## src/rtl/utf8d_pkg.sv

```systemverilog
// Shared types, constants and lead-byte classification for the UTF-8 decoder.
`timescale 1ns / 1ps

package utf8d_pkg;

  localparam int unsigned CpW     = 21;
  localparam int unsigned MaxRes  = 4;
  localparam int unsigned CntW    = 3;

  localparam logic [7:0] Lead2Lo   = 8'hc2;
  localparam logic [7:0] Lead2Hi   = 8'hdf;
  localparam logic [7:0] Lead3Lo   = 8'he0;
  localparam logic [7:0] Lead3Hi   = 8'hef;
  localparam logic [7:0] Lead4Lo   = 8'hf0;
  localparam logic [7:0] Lead4Hi   = 8'hf4;
  localparam logic [7:0] ContMask  = 8'hc0;
  localparam logic [7:0] ContTag   = 8'h80;
  localparam logic [7:0] E0Min     = 8'ha0;
  localparam logic [7:0] LeadEd    = 8'hed;
  localparam logic [7:0] F0Min     = 8'h90;
  localparam logic [7:0] F4Lim     = 8'h90;
  localparam logic [7:0] EdLim     = 8'ha0;
  localparam logic [7:0] LowMask   = 8'h3f;

  // up to four results produced by one input byte
  typedef struct packed {
    logic [CntW-1:0]           cnt;
    logic [MaxRes-1:0][CpW-1:0] cp;
  } burst_t;

  typedef struct packed {
    logic       emit;  // byte passes through as its own value
    logic [1:0] need;  // continuation bytes a new sequence needs, 0 if none
  } lead_t;

  function automatic lead_t classify_lead(input logic [7:0] b);
    lead_t r;
    r.emit = 1'b0;
    r.need = 2'd0;
    if (b == 8'h00) begin
      r.emit = 1'b0;
    end else if (b >= Lead2Lo && b <= Lead2Hi) begin
      r.need = 2'd1;
    end else if (b >= Lead3Lo && b <= Lead3Hi) begin
      r.need = 2'd2;
    end else if (b >= Lead4Lo && b <= Lead4Hi) begin
      r.need = 2'd3;
    end else begin
      r.emit = 1'b1;
    end
    return r;
  endfunction

  function automatic logic [CpW-1:0] raw_cp(input logic [7:0] b);
    return {{(CpW-8){1'b0}}, b};
  endfunction

endpackage

```

## src/rtl/utf8d_decode.sv

```systemverilog
// Sequence state and per-byte decode into a burst of results.
`timescale 1ns / 1ps

module utf8d_decode (
  input  logic                clk_i,
  input  logic                rst_ni,
  input  logic [7:0]          byte_i,
  input  logic                advance_i,
  output utf8d_pkg::burst_t   burst_o
);

  logic [7:0] lead_q, lead_d;
  logic [1:0] need_q, need_d;
  logic [1:0] taken_q, taken_d;
  logic [5:0] cont_q [2];
  logic       cont_we;

  utf8d_pkg::lead_t sl;
  logic             ok;
  logic             flush;
  logic [2:0]       nflush;
  logic             extra;
  logic [utf8d_pkg::CpW-1:0] extra_cp;
  logic [utf8d_pkg::CpW-1:0] flush_cp [3];
  logic [5:0]       low;

  assign low = byte_i[5:0];
  assign sl  = utf8d_pkg::classify_lead(byte_i);

  always_comb begin
    ok = ((byte_i & utf8d_pkg::ContMask) == utf8d_pkg::ContTag);
    if (taken_q == 2'd0) begin
      if (lead_q == utf8d_pkg::Lead3Lo && byte_i < utf8d_pkg::E0Min) ok = 1'b0;
      if (lead_q == utf8d_pkg::LeadEd  && byte_i >= utf8d_pkg::EdLim) ok = 1'b0;
      if (lead_q == utf8d_pkg::Lead4Lo && byte_i < utf8d_pkg::F0Min) ok = 1'b0;
      if (lead_q == utf8d_pkg::Lead4Hi && byte_i >= utf8d_pkg::F4Lim) ok = 1'b0;
    end
  end

  assign flush_cp[0] = utf8d_pkg::raw_cp(lead_q);
  assign flush_cp[1] = utf8d_pkg::raw_cp(utf8d_pkg::ContTag | {2'b00, cont_q[0]});
  assign flush_cp[2] = utf8d_pkg::raw_cp(utf8d_pkg::ContTag | {2'b00, cont_q[1]});

  always_comb begin
    lead_d   = lead_q;
    need_d   = need_q;
    taken_d  = taken_q;
    cont_we  = 1'b0;
    flush    = 1'b0;
    extra    = 1'b0;
    extra_cp = utf8d_pkg::raw_cp(byte_i);
    if (need_q == 2'd0 || (byte_i != 8'h00 && !ok)) begin
      // fresh lead, after flushing a broken sequence if one is pending
      flush = (need_q != 2'd0);
      extra = sl.emit;
      lead_d  = (sl.need != 2'd0) ? byte_i : 8'h00;
      need_d  = sl.need;
      taken_d = 2'd0;
    end else if (byte_i == 8'h00) begin
      flush   = 1'b1;
      lead_d  = 8'h00;
      need_d  = 2'd0;
      taken_d = 2'd0;
    end else if ((taken_q + 2'd1) < need_q) begin
      cont_we = 1'b1;
      taken_d = taken_q + 2'd1;
    end else begin
      extra = 1'b1;
      case (need_q)
        2'd1:    extra_cp = {10'b0, lead_q[4:0], low};
        2'd2:    extra_cp = {5'b0, lead_q[3:0], cont_q[0], low};
        default: extra_cp = {lead_q[2:0], cont_q[0], cont_q[1], low};
      endcase
      lead_d  = 8'h00;
      need_d  = 2'd0;
      taken_d = 2'd0;
    end
  end

  assign nflush = flush ? ({1'b0, taken_q} + 3'd1) : 3'd0;

  always_comb begin
    burst_o.cnt = nflush + {2'b00, extra};
    for (int k = 0; k < utf8d_pkg::MaxRes; k++) begin
      if (k < 3 && 3'(k) < nflush) begin
        burst_o.cp[k] = flush_cp[(k < 3) ? k : 0];
      end else begin
        burst_o.cp[k] = extra_cp;
      end
    end
  end

  always_ff @(posedge clk_i or negedge rst_ni) begin
    if (!rst_ni) begin
      lead_q  <= 8'h00;
      need_q  <= 2'd0;
      taken_q <= 2'd0;
    end else if (advance_i) begin
      lead_q  <= lead_d;
      need_q  <= need_d;
      taken_q <= taken_d;
    end
  end

  always_ff @(posedge clk_i) begin
    if (advance_i && cont_we) begin
      cont_q[taken_q[0]] <= low;
    end
  end

endmodule

```

## src/rtl/utf8d_outbuf.sv

```systemverilog
// Result register holding one burst and presenting it one result per transaction.
`timescale 1ns / 1ps

module utf8d_outbuf (
  input  logic                          clk_i,
  input  logic                          rst_ni,
  input  logic                          load_i,
  input  utf8d_pkg::burst_t             burst_i,
  output logic                          free_o,
  output logic                          out_valid_o,
  input  logic                          out_ready_i,
  output logic [utf8d_pkg::CpW-1:0]     code_point_o,
  output logic                          last_of_run_o
);

  logic [utf8d_pkg::CntW-1:0] rem_q, rem_d;
  logic [utf8d_pkg::MaxRes-1:0][utf8d_pkg::CpW-1:0] cp_q, cp_d;
  logic pop;

  assign out_valid_o   = (rem_q != '0);
  assign pop           = out_valid_o && out_ready_i;
  assign last_of_run_o = (rem_q == utf8d_pkg::CntW'(1));
  assign code_point_o  = cp_q[0];
  // a new burst may enter once the last pending result leaves
  assign free_o        = (rem_q == '0) || (last_of_run_o && out_ready_i);

  always_comb begin
    rem_d = rem_q;
    cp_d  = cp_q;
    if (load_i) begin
      rem_d = burst_i.cnt;
      cp_d  = burst_i.cp;
    end else if (pop) begin
      rem_d = rem_q - utf8d_pkg::CntW'(1);
      for (int k = 0; k < utf8d_pkg::MaxRes - 1; k++) begin
        cp_d[k] = cp_q[k+1];
      end
    end
  end

  always_ff @(posedge clk_i or negedge rst_ni) begin
    if (!rst_ni) begin
      rem_q <= '0;
    end else begin
      rem_q <= rem_d;
    end
  end

  always_ff @(posedge clk_i) begin
    cp_q <= cp_d;
  end

endmodule

```

## src/rtl/utf8_decoder_raw_fallback.sv

```systemverilog
// Top level: input register, byte decoder and burst output register.
// An accepted byte waits in the input register, is decoded and is loaded into the output
// register once that register is free. Throughput: one byte per cycle while each byte yields
// at most one result and the output takes it; a byte that yields several (a broken sequence,
// up to four) holds input while the single output register drains its burst one result per transaction.
// Reset clears the pending sequence and empties both registers; no clearing pass.
`timescale 1ns / 1ps

module utf8_decoder_raw_fallback (
  input  logic                       clk_i,
  input  logic                       rst_ni,
  input  logic                       in_valid_i,
  output logic                       in_ready_o,
  input  logic [7:0]                 data_byte_i,
  output logic                       out_valid_o,
  input  logic                       out_ready_i,
  output logic [utf8d_pkg::CpW-1:0]  code_point_o,
  output logic                       last_of_run_o
);

  logic       in_vld_q;
  logic [7:0] byte_q;
  logic       free;
  logic       advance;
  utf8d_pkg::burst_t burst;

  assign advance    = in_vld_q && free;
  assign in_ready_o = !in_vld_q || advance;

  always_ff @(posedge clk_i or negedge rst_ni) begin
    if (!rst_ni) begin
      in_vld_q <= 1'b0;
    end else if (in_ready_o) begin
      in_vld_q <= in_valid_i;
    end
  end

  always_ff @(posedge clk_i) begin
    if (in_ready_o && in_valid_i) begin
      byte_q <= data_byte_i;
    end
  end

  utf8d_decode u_decode (
    .clk_i     (clk_i),
    .rst_ni    (rst_ni),
    .byte_i    (byte_q),
    .advance_i (advance),
    .burst_o   (burst)
  );

  utf8d_outbuf u_outbuf (
    .clk_i         (clk_i),
    .rst_ni        (rst_ni),
    .load_i        (advance),
    .burst_i       (burst),
    .free_o        (free),
    .out_valid_o   (out_valid_o),
    .out_ready_i   (out_ready_i),
    .code_point_o  (code_point_o),
    .last_of_run_o (last_of_run_o)
  );

endmodule

```

## config.mk

```make
export PLATFORM = sky130hd
export DESIGN_NAME = utf8_decoder_raw_fallback
export DESIGN_NICKNAME = d
export VERILOG_FILES = /design/src/rtl/utf8d_pkg.sv /design/src/rtl/utf8d_decode.sv /design/src/rtl/utf8d_outbuf.sv /design/src/rtl/utf8_decoder_raw_fallback.sv
export SDC_FILE = /design/constraint.sdc
export NUM_CORES = 1
export LEC_CHECK = 0
export BUFFER_PORTS_ARGS = -buffer_cell sky130_fd_sc_hd__buf_2
export CORE_ASPECT_RATIO = 1.75
export CORE_MARGIN = 2
export CORE_UTILIZATION = 50
export DETAILED_ROUTE_END_ITERATION = 10
export PLACE_DENSITY = 0.68
export SLEW_MARGIN = 20
export SYNTH_ARGS = -nofsm -noshare
export SYNTH_HDL_FRONTEND = slang
export SYNTH_SLANG_ARGS = --single-unit
```

## constraint.sdc

```tcl
create_clock -name clk_i -period 3.2 [get_ports clk_i]
set_clock_uncertainty 0.05 [all_clocks]
set_input_delay 0.64 -clock clk_i [delete_from_list [all_inputs] [get_ports clk_i]]
set_output_delay 0.64 -clock clk_i [all_outputs]
set_load 0.02 [all_outputs]
```

==> metrics.md, run 1 <==
| Metric | Value |
|---|---|
| Die area | 12100 um^2 |
| Vias in the first global route | 3430 |
| Synth Area per Inst | 12.7 um^2 |
| CP max-delay cell | dfrtp_1 |
| Synth Instances | 439 |
| Fmax | 335 MHz |
| Global-route wire length before repair | 17400 um |
| Global-route total usage across every layer | 0.189 |
| Reg clk slew, reported paths | 0.05 ns |
| Final worst slack | 0.215 ns |
| Clock Root Buffer | clkbuf_16 |
| Nets@finish | 482 |
| Post-synthesis cell type count | 45 |
| Post-cts sizing count | 0 |
| Ys async rst share | 0.133 |
| Clk_lat worst skew | 0.41 ns |
| Post-Synth XOR/XNOR Area | 0.00157 |
| Critical-path maximum fanout | 8 |
| CORE AREA | 11000 um^2 |
| Setup violators final | 0 |
| Routed via count | 3372 |
| Post-route minimum period | 2.98 ns |
| Postcts setup bufs | 0 |
| Static Leak | 2.45 nW |
| Ranking of synthesized cells by area | edfxtp_1 56%, dfrtp_1 7.2%, mux2i_1 3.6%, a21o_1 3.2%, buf_4 3.0% |
| R2R depth | 9 |
| WS Path Type | reg2reg |
| Pin count of the biggest net entering global routing | 69 |
| Startpoint types | flip-flop |
| Routed len/inst | 17.6 um |
| H-tree depth | 4 |
| Layout area overhead | 14.3% |
| Commonest cells after routing, fill and taps aside | 104 x edfxtp_1, 39 x nor2_1, 35 x buf_2 |
| Hold WC Path Type | in2async |
| GP Congestion | 0.993 |
| Drt total wl | 10600 um |
| Max-cap viol count | 0 |
| RSZ-0062 raised after global routing | false |
| EDFF count, synth | 104 |
| Synthesized cell area | 5590 um^2 |
| Syn Nets | 462 |
| Post-Place Setup Slack | 0.337 ns |
| Synth area leader | edfxtp_1 |
| Gr ovfl total | 0 |
| CP Cell Sequence | inv_1 -> ha_1 -> ha_1 -> a21oi_1 -> nor2_1 -> a41oi_1 -> inv_1 -> mux2i_1 -> o21ai_1 |
| Die Ht | 144 um |
| Rows | 51 |
| Compound-Gate Fraction of Synth Area | 0.146 |
| Crit path largest cell delay | 0.52 ns |
| R2r endpoint | u_outbuf.code_point_o[6]$_DFFE_PP_ |
| Crit end category | flip-flop |
| Drt initial violations | 235 |
| Peak VDD IR | 0.496 mV |
| Area fraction of the dominant cell type after synthesis | 0.558 |
| Register area share after synthesis | 0.630 |
| Worst Tran Pin Value | 0.704 ns |
| Critical Path RT | 3.30 ns |
| # hold bufs at CTS | 0 |
| Arr. time, crit path | 3.09 ns |
| Diodes inserted | 0 |
| Fin. max-slew vios | 0 |
| Layout cell share with drive strength beyond 1 | 0.206 |
| Final ANT Viol Nets | 0 |
| Final Cycle Share | 0.933 |
| Clock sink total | 120 |
| Worst r2r src | u_decode.taken_q[0]$_DFFE_PN0P_ |
| CTS buffer count | 17 |
| 1st-pass router iterations | 4 |
| Ys flop type | edfxtp_1 |
| Die width | 84.0 um |
| Residual DRC | 0 |
| Largest family of logic cells by synthesized area | compound AO/OA/AOI/OAI gates |
| Final Hold Vio Count | 0 |
| I/O pin count | 36 |
| Final Power | 0.00673 W |
| Dpl hpwl | 7080 um |
| Ys Warns | 0 |
| Antenna violations before repair | 0 |
| CTS tree | done |
| Setup tns final | 0 ns |
| Max_slew headroom | 0.529 |
| Most common cell after layout, fill and taps aside | edfxtp_1 |
| Max Buffers Root-to-Sink | 2 |
| Initial Util | 0.507 |
| Post-Synth Adder-Cell Area | 0.0246 |
| Pwr dens | 1050 nW/um^2 |
| Simple-Gate Fraction of Synth Area | 0.0971 |
| Flops & latches, synth | 120 |
| Port Buffers | 35 |
| Post-synthesis mux area share | 0.0418 |
| Status | complete, no violations |
| Reg2reg setup slack | 0.22 ns |
| Via density | 5.59 |
## how the worst max path moves through the flow
stage	to	depth (start not counted)	slack [ns]	startpoint
6_report	u_outbuf.code_point_o[6]$_DFFE_PP_	9	0.22	u_decode.taken_q[0]$_DFFE_PN0P_
5_1_grt	u_outbuf.code_point_o[6]$_DFFE_PP_	9	0.14	u_decode.taken_q[0]$_DFFE_PN0P_
4_1_cts	u_outbuf.code_point_o[6]$_DFFE_PP_	9	0.32	u_decode.taken_q[0]$_DFFE_PN0P_
3_5_place_dp	u_outbuf.code_point_o[6]$_DFFE_PP_	9	0.34	u_decode.taken_q[0]$_DFFE_PN0P_
3_3_place_gp	u_outbuf.code_point_o[20]$_DFFE_PP_	8	0.53	u_decode.taken_q[0]$_DFFE_PN0P_
2_1_floorplan	u_outbuf.cp_q[81]$_DFFE_PP_	10	0.57	u_decode.taken_q[0]$_DFFE_PN0P_
## sequential cells by signal, indices dropped and copies added (netlist names)
register	count
u_outbuf.cp_q	63
u_outbuf.code_point_o	21
u_decode.cont_q	12
byte_q	8
u_decode.lead_q	8
u_outbuf.rem_q	3
u_decode.need_q	2
u_decode.taken_q	2
in_vld_q	1
## synth_stat cells (2+ instances only)
master / count
edfxtp_1: 104
nor2_1: 39
a21oi_1: 32
a21o_1: 24
buf_4: 22
mux2i_1: 20
nand2_1: 18
o21ai_0: 18
clkbuf_1: 16
dfrtp_1: 16
inv_1: 16
a22o_1: 15
ha_1: 11
nor3_1: 9
nand3_1: 8
nor3_2: 8
buf_2: 7
nor2b_1: 6
a22oi_1: 5
nand2b_1: 5
and2_1: 4
o22ai_1: 4
a31oi_1: 3
mux2_2: 3
a211oi_4: 2
and3_1: 2
nand4_1: 2
nor4_1: 2
o31ai_1: 2
## stage by stage
| stage | util | instance area [um^2] | cells | hold WS, ns |
|---|---|---|---|---|
| 6_report | 0.579 | 6390 | 603 | 0.0978 |
| 5_1_grt | 0.579 | 6390 | 603 | 0.123 |
| 4_1_cts | 0.579 | 6390 | 603 | 0.100 |
| 3_5_place_dp | 0.524 | 5790 | 572 | 0.452 |
| 3_3_place_gp | 0.524 | 5790 | 572 | 0.441 |
| 2_1_floorplan | - | 5590 | 439 | 0.294 |
## final cells by class
| class | count | area, um^2 |
|---|---|---|
| Timing Repair Buffer | 47 | 290 |
| Tap cell | 132 | 165 |
| Sequential cell | 120 | 3520 |
| Fill cell | 903 | 4640 |
| Clock buffer | 17 | 425 |
| Clock inverter | 14 | 181 |
| Multi-Input combinational cell | 256 | 1750 |
| Inverter | 17 | 63.8 |
## cell families after synthesis
family | after synthesis
mux | 23
xor+xnor | 1
buf+inv | 63
flops | 120
compound gates | 115
fa+ha+maj | 11
simple gates | 106
## per-layer routing
metal	wire [um]	vias to the layer above	share of wire	global-route usage
met4	322	0	0.030	0.106
met1	4180	1627	0.39	0.200
met3	385	21	0.036	0.0511
met2	5730	82	0.54	0.338
li1	-	1642	-	-
met5	0	-	0	0
## critical path, delay by kind of cell, from the launching register on
family | cells | cell delay, ns
compound gates | 3 | 0.89
fa+ha+maj | 2 | 0.67
buf+inv | 2 | 0.24
flops | 1 | 0.52
mux | 1 | 0.19
simple gates | 1 | 0.16
## report_power, final
group | leakage (nW) | internal, W | total [W] | switching [W]
clock network | 0.286 | 0.00129 | 0.00195 | 0.000661
logic | 0.954 | 0.000725 | 0.00202 | 0.00130
registers | 1.21 | 0.00249 | 0.00276 | 0.000270
Note: power is estimated with default switching activity, not from simulation.
==> inputs of run 2 (changes only) <==
- ABC_AREA: unset -> 1
- CORE_MARGIN: 2 -> 4
==> metrics.md, run 2 <==
| Metric | Value |
|---|---|
| Status | complete, no violations |
| Gr ovfl total | 0 |
| Logic gate share of total power | 0.330 |
| Drt initial violations | 213 |
| R2R depth | 11 |
| Hold slack | 0.0996 ns |
| Hold WC Path Type | in2async |
| Worst Tran Pin Value | 0.640 ns |
| Clock power frac | 0.259 |
| Synth Area per Inst | 9.93 um^2 |
| CORE AREA | 11200 um^2 |
| Diodes inserted | 0 |
| Startpoint types | flip-flop |
| Compound-Gate Fraction of Synth Area | 0.0534 |
| Flops & latches, synth | 120 |
| Worst Path Buf+Inv | 3 |
| # hold bufs at CTS | 0 |
| Via density | 5.23 |
| Reg clk slew, reported paths | 0.05 ns |
| Critical-path maximum fanout | 8 |
| Post-synthesis mux area share | 0 |
| Layout cell share with drive strength beyond 1 | 0.170 |
| Largest family of logic cells by synthesized area | simple AND/OR/NAND/NOR gates |
| Setup violators final | 0 |
| Top-count cell post-synth | nand2_1 |
| Register area share after synthesis | 0.616 |
| CP Cell Sequence | inv_1 -> ha_1 -> ha_1 -> a21oi_1 -> inv_1 -> o21ai_0 -> inv_1 -> ha_1 -> ha_1 -> o211ai_1 -> o21ai_0 |
| CTS buffer count | 17 |
| Clock sink total | 120 |
| CP delay by family, top | adder cells |
| Die width | 88.8 um |
| Crit path largest cell delay | 0.43 ns |
| Die area | 13300 um^2 |
| Syn Nets | 599 |
| Global-route total usage across every layer | 0.193 |
| Antenna violations before repair | 0 |
| GP Congestion | 0.924 |
| Fmax | 346 MHz |
| Clock Root Buffer | clkbuf_16 |
| WP depth | 11 |
| Die Ht | 149 um |
| Drt total wl | 11800 um |
| Max_slew headroom | 0.572 |
| Most frequent CP cell | ha_1 |
| Max-cap viol count | 0 |
| Ranking of synthesized cells by area | edfxtp_1 55%, nand2_1 14%, dfrtp_1 7.0%, nand3_1 4.0%, inv_1 3.6% |
| Post-cts sizing count | 0 |
| Post-Synth XOR/XNOR Area | 0.00153 |
| CTS tree | done |
| Crit end category | flip-flop |
| Simple-Gate Fraction of Synth Area | 0.224 |
| Pwr dens | 1070 nW/um^2 |
| Layout area overhead | 13.2% |
| Synthesized cell area | 5720 um^2 |
| Dpl hpwl | 8530 um |
| Peak VDD IR | 0.585 mV |
| Pin count of the biggest net entering global routing | 62 |
| Post-Synth Adder-Cell Area | 0.0241 |
| Vias in the first global route | 3813 |
| 1st-pass router iterations | 5 |
| Post-synthesis cell type count | 33 |
| CP max-delay cell | ha_1 |
| Synth area leader | edfxtp_1 |
| Fin. max-slew vios | 0 |
| Final Hold Vio Count | 0 |
| Internal power | 0.00445 W |
| Sw frac | 0.357 |
| Ys Warns | 0 |
| Arr. time, crit path | 3.11 ns |
| Global-route wire length before repair | 19000 um |
| Initial Util | 0.512 |
| Flop pwr share | 0.411 |
| Ys flop type | edfxtp_1 |
| Ys async rst share | 0.133 |
| Port Buffers | 35 |
| Nets@finish | 624 |
| RSZ-0062 raised after global routing | false |
| Routed via count | 3897 |
| Post-route minimum period | 2.89 ns |
| I/O pin count | 36 |
| Most common cell after layout, fill and taps aside | nand2_1 |
| Max Buffers Root-to-Sink | 2 |
| Postcts setup bufs | 0 |
| Final Cycle Share | 0.904 |
| Setup tns final | 0 ns |
| Largest Register | u_outbuf.cp_q |
| Post-synth top cells | 208 x nand2_1, 104 x edfxtp_1, 55 x inv_1 |
| Routed len/inst | 15.8 um |
| EDFF count, synth | 104 |
| Synth Instances | 576 |
| Number of flip-flops in the largest register | 63 |
| Residual DRC | 0 |
| H-tree depth | 4 |
| Static Leak | 2.95 nW |
| Area fraction of the dominant cell type after synthesis | 0.546 |
| Clk_lat worst skew | 0.41 ns |
| Final ANT Viol Nets | 0 |
| WS Path Type | reg2reg |
| Rows | 51 |
| Commonest cells after routing, fill and taps aside | 208 x nand2_1, 104 x edfxtp_1, 53 x inv_1 |
| P_sw | 0.00247 W |
| Critical Path RT | 3.42 ns |
-- run 2: cell count changes after synthesis, moves of 20 or more --
| cell | previous run | this run |
|---|---|---|
| mux2i_1 | 20 | 0 |
| nand3_1 | 8 | 46 |
| nand2_1 | 18 | 208 |
| inv_1 | 16 | 55 |
| a21o_1 | 24 | 0 |
| a21oi_1 | 32 | 10 |
-- run 2: cells by family (layout without fill, tap and decap cells) --
group / after synthesis / count (layout)
xor gates and xnor gates: 1 / 1
adders and majority gates: 11 / 11
DFF: 120 / 120
AOI/OAI and AO/OA: 46 / 46
and+or+nand+nor: 301 / 301
buffers and inverters: 97 / 134
-- run 2: per-layer routing --
layer	up-vias	wire [um]	global-route usage
li1	1945	-	-
met1	1807	4490	0.223
met2	113	6310	0.328
met3	32	542	0.0413
met4	0	432	0.104
met5	-	0	0
-- run 2: cell type report --
class | count | area [um^2]
Clock buffer | 18 | 429
Clock inverter | 13 | 131
Fill cell | 971 | 4700
Inverter | 61 | 229
Multi-Input combinational cell | 359 | 1740
Sequential cell | 120 | 3520
Tap cell | 132 | 165
Timing Repair Buffer | 42 | 253
-- run 2: worst reg2reg max path, stage by stage, from the launching register on --
cell	delay, ns
dfrtp_1	0.40
inv_1	0.15
ha_1	0.43
ha_1	0.33
a21oi_1	0.18
inv_1	0.16
o21ai_0	0.25
inv_1	0.07
ha_1	0.18
ha_1	0.27
o211ai_1	0.16
o21ai_0	0.12
-- run 2: path summary, 6_finish.rpt --
check                                           startpoint                              to  slack [ns]
min                                                 rst_ni            in_vld_q$_DFFE_PN0N_         0.1
max reg2reg                u_decode.taken_q[0]$_DFFE_PN0P_   u_outbuf.rem_q[1]$_DFFE_PN0P_        0.31
min reg2reg                 u_decode.lead_q[5]$_DFFE_PN0P_  u_decode.lead_q[5]$_DFFE_PN0P_        0.44
max                        u_decode.taken_q[0]$_DFFE_PN0P_   u_outbuf.rem_q[1]$_DFFE_PN0P_        0.31
min in group clk_i                          data_byte_i[2]             byte_q[2]$_DFFE_PP_        0.36
max in group asynchronous                           rst_ni  u_decode.need_q[0]$_DFFE_PN0P_        2.72
-- run 2: power groups by stage --
| stage | Combinational, W | Sequential (W) | Clock, W |
|---|---|---|---|
| after global placement | 0.00226 | 0.00285 | 0 |
| after detailed placement | 0.00230 | 0.00288 | 0 |
| after floorplan | 0.00185 | 0.00282 | 0 |
| after CTS | 0.00232 | 0.00285 | 0.00182 |
| after global routing | 0.00260 | 0.00291 | 0.00189 |
| final | 0.00228 | 0.00284 | 0.00179 |
-- run 2: metrics by stage --
| step | area [um^2] | util | setup WS [ns] | total power (W) | std cells |
|---|---|---|---|---|---|
| 3_3_place_gp | 5910 | 0.529 | 0.484 | 0.00512 | 714 |
| 5_1_grt | 6470 | 0.579 | 0.133 | 0.00740 | 745 |
| 2_1_floorplan | 5720 | - | 0.320 | 0.00467 | 576 |
| 6_report | 6470 | 0.579 | 0.307 | 0.00692 | 745 |
| 4_1_cts | 6470 | 0.579 | 0.299 | 0.00699 | 745 |
| 3_5_place_dp | 5910 | 0.529 | 0.344 | 0.00518 | 714 |
==> inputs of run 3 (changes only) <==
- CORE_ASPECT_RATIO: 1.75 -> unset
==> metrics.md, run 3 (same netlist as run 2, synthesis figures left out) <==
| Metric | Value |
|---|---|
| Hold WC Path Type | in2async |
| Met3 Use GR | 0.0463 |
| Global-route total usage across every layer | 0.184 |
| Status | complete, no violations |
| Drt total wl | 11500 um |
| GR peak layer | met2 |
| Max Buffers Root-to-Sink | 2 |
| Critical Path RT | 3.19 ns |
| Fin cells | 752 |
| P_sw | 0.00244 W |
| Peak VDD IR | 0.470 mV |
| Fin. max-slew vios | 0 |
| Via density | 5.17 |
| RSZ-0062 raised after global routing | false |
| Final ANT Viol Nets | 0 |
| CTS tree | done |
| CP Cell Sequence | inv_1 -> ha_1 -> ha_1 -> a21oi_1 -> inv_1 -> nor2_1 -> nand2_1 -> nor2_1 |
| Most common cell after layout, fill and taps aside | nand2_1 |
| Die width | 115 um |
| Initial Util | 0.518 |
| Drt initial violations | 275 |
| CP max-delay cell | nor2_1 |
| Final Hold Vio Count | 0 |
| H-tree depth | 4 |
| Final Cycle Share | 0.892 |
| Static Leak | 2.93 nW |
| Layout cell share with drive strength beyond 1 | 0.163 |
| Diodes inserted | 0 |
| Max-cap viol count | 0 |
| Worst Tran Pin Value | 0.664 ns |
| Rows | 38 |
| 1st-pass router iterations | 5 |
| I/O pin count | 36 |
| Multi-input gate area | 1740 um^2 |
| # hold bufs at CTS | 0 |
| Setup tns final | 0 ns |
| GP Congestion | 0.887 |
| Gr ovfl total | 0 |
| Arr. time, crit path | 2.84 ns |
| Clock sink total | 120 |
| Largest Register | u_outbuf.cp_q |
| Fmax | 350 MHz |
| Vias in the first global route | 3723 |
| FF/Latch Area | 3520 um^2 |
| Global-route wire length before repair | 18500 um |
| Flop pwr share | 0.421 |
| Crit end category | flip-flop |
| WS Path Type | reg2reg |
| Pin count of the biggest net entering global routing | 63 |
| Reg2reg setup slack | 0.35 ns |
| Pwr dens | 1060 nW/um^2 |
| Clock power frac | 0.246 |
| Logic gate share of total power | 0.333 |
| Startpoint types | flip-flop |
| Clock Root Buffer | clkbuf_16 |
| Setup violators final | 0 |
| CTS buffer count | 17 |
| Clk_lat worst skew | 0.41 ns |
| Number of flip-flops in the largest register | 63 |
| Layout area overhead | 12.4% |
| Post-cts sizing count | 0 |
| Nets@finish | 624 |
| Die area | 13200 um^2 |
| Dpl hpwl | 8170 um |
| Fill count | 985 |
| Post-route minimum period | 2.85 ns |
| CORE AREA | 11000 um^2 |
| Reg clk slew, reported paths | 0.05 ns |
| Postcts setup bufs | 0 |
| Antenna violations before repair | 0 |
| Die Ht | 115 um |
| Port Buffers | 35 |
| Max_slew headroom | 0.556 |
| Routed len/inst | 15.3 um |
| Crit path largest cell delay | 0.52 ns |
| Routed via count | 3885 |
| Hold slack | 0.0859 ns |
| Commonest cells after routing, fill and taps aside | 208 x nand2_1, 104 x edfxtp_1, 53 x inv_1 |
| Critical-path maximum fanout | 8 |
| Residual DRC | 0 |
| Internal power | 0.00435 W |
| Met2 Usage GRT | 0.290 |
| Sw frac | 0.359 |
| GRT met1 Usage | 0.238 |
| Cells after DPL | 722 |
==> run 3: changes by cell type in the layout (fill, tap and decap cells not counted) <==
cell	change
clkinv_1	+2
clkinvlp_4	-2
buf_12	-1
buf_4	+1
bufinv_16	-1
clkbuf_1	+1
inv_6	-1
==> run 3: power groups by stage <==
stage / logic [W] / registers (W) / clock network [W]
global route: 0.00255 / 0.00291 / 0.00177
global placement: 0.00223 / 0.00286 / 0
CTS: 0.00229 / 0.00286 / 0.00170
detailed placement: 0.00228 / 0.00288 / 0
floorplan: 0.00185 / 0.00282 / 0
finish: 0.00226 / 0.00285 / 0.00167
==> run 3: layer usage <==
| layer | vias to the layer above | part of all wire |
|---|---|---|
| met3 | 26 | 0.050 |
| met5 | - | 0 |
| met2 | 125 | 0.48 |
| li1 | 1934 | - |
| met1 | 1800 | 0.45 |
| met4 | 0 | 0.026 |
==> run 3: cell type report <==
cell class,count,share of cell area
clock inverters,11,0.0132
flip-flops and latches,120,0.548
repair buffers,42,0.0374
inverters,61,0.0356
well taps,140,0.0273
multi-input cells,359,0.271
clock buffers,19,0.0674
==> run 3: worst paths after layout <==
kind	from	to	cells after the start
min	rst_ni	in_vld_q$_DFFE_PN0N_	1
max reg2reg	u_decode.taken_q[0]$_DFFE_PN0P_	u_decode.cont_q[0][4]$_DFFE_PP_	8
min reg2reg	u_decode.lead_q[5]$_DFFE_PN0P_	u_decode.lead_q[5]$_DFFE_PN0P_	2
max	u_decode.taken_q[0]$_DFFE_PN0P_	u_decode.cont_q[0][4]$_DFFE_PP_	8
max in group asynchronous	rst_ni	u_decode.lead_q[1]$_DFFE_PN0P_	1
min in group clk_i	data_byte_i[4]	byte_q[4]$_DFFE_PP_	1
==> run 3: critical path: cells and delay by family, from the launching register on <==
kind            cells  cell delay [ns]
buf+inv             2             0.37
simple gates        3             0.77
fa+ha+maj           2             0.70
flops               1             0.40
compound gates      1             0.18
==> run 3: through the flow <==
step                      instance area, um^2  power (W)   util  setup WS (ns)
after floorplan                          5720    0.00467      -          0.320
after global placement                   5910    0.00509  0.536          0.498
after detailed placement                 5910    0.00516  0.536          0.402
after CTS                                6420    0.00684  0.582          0.384
after global routing                     6420    0.00723  0.582          0.119
final                                    6420    0.00679  0.582          0.345
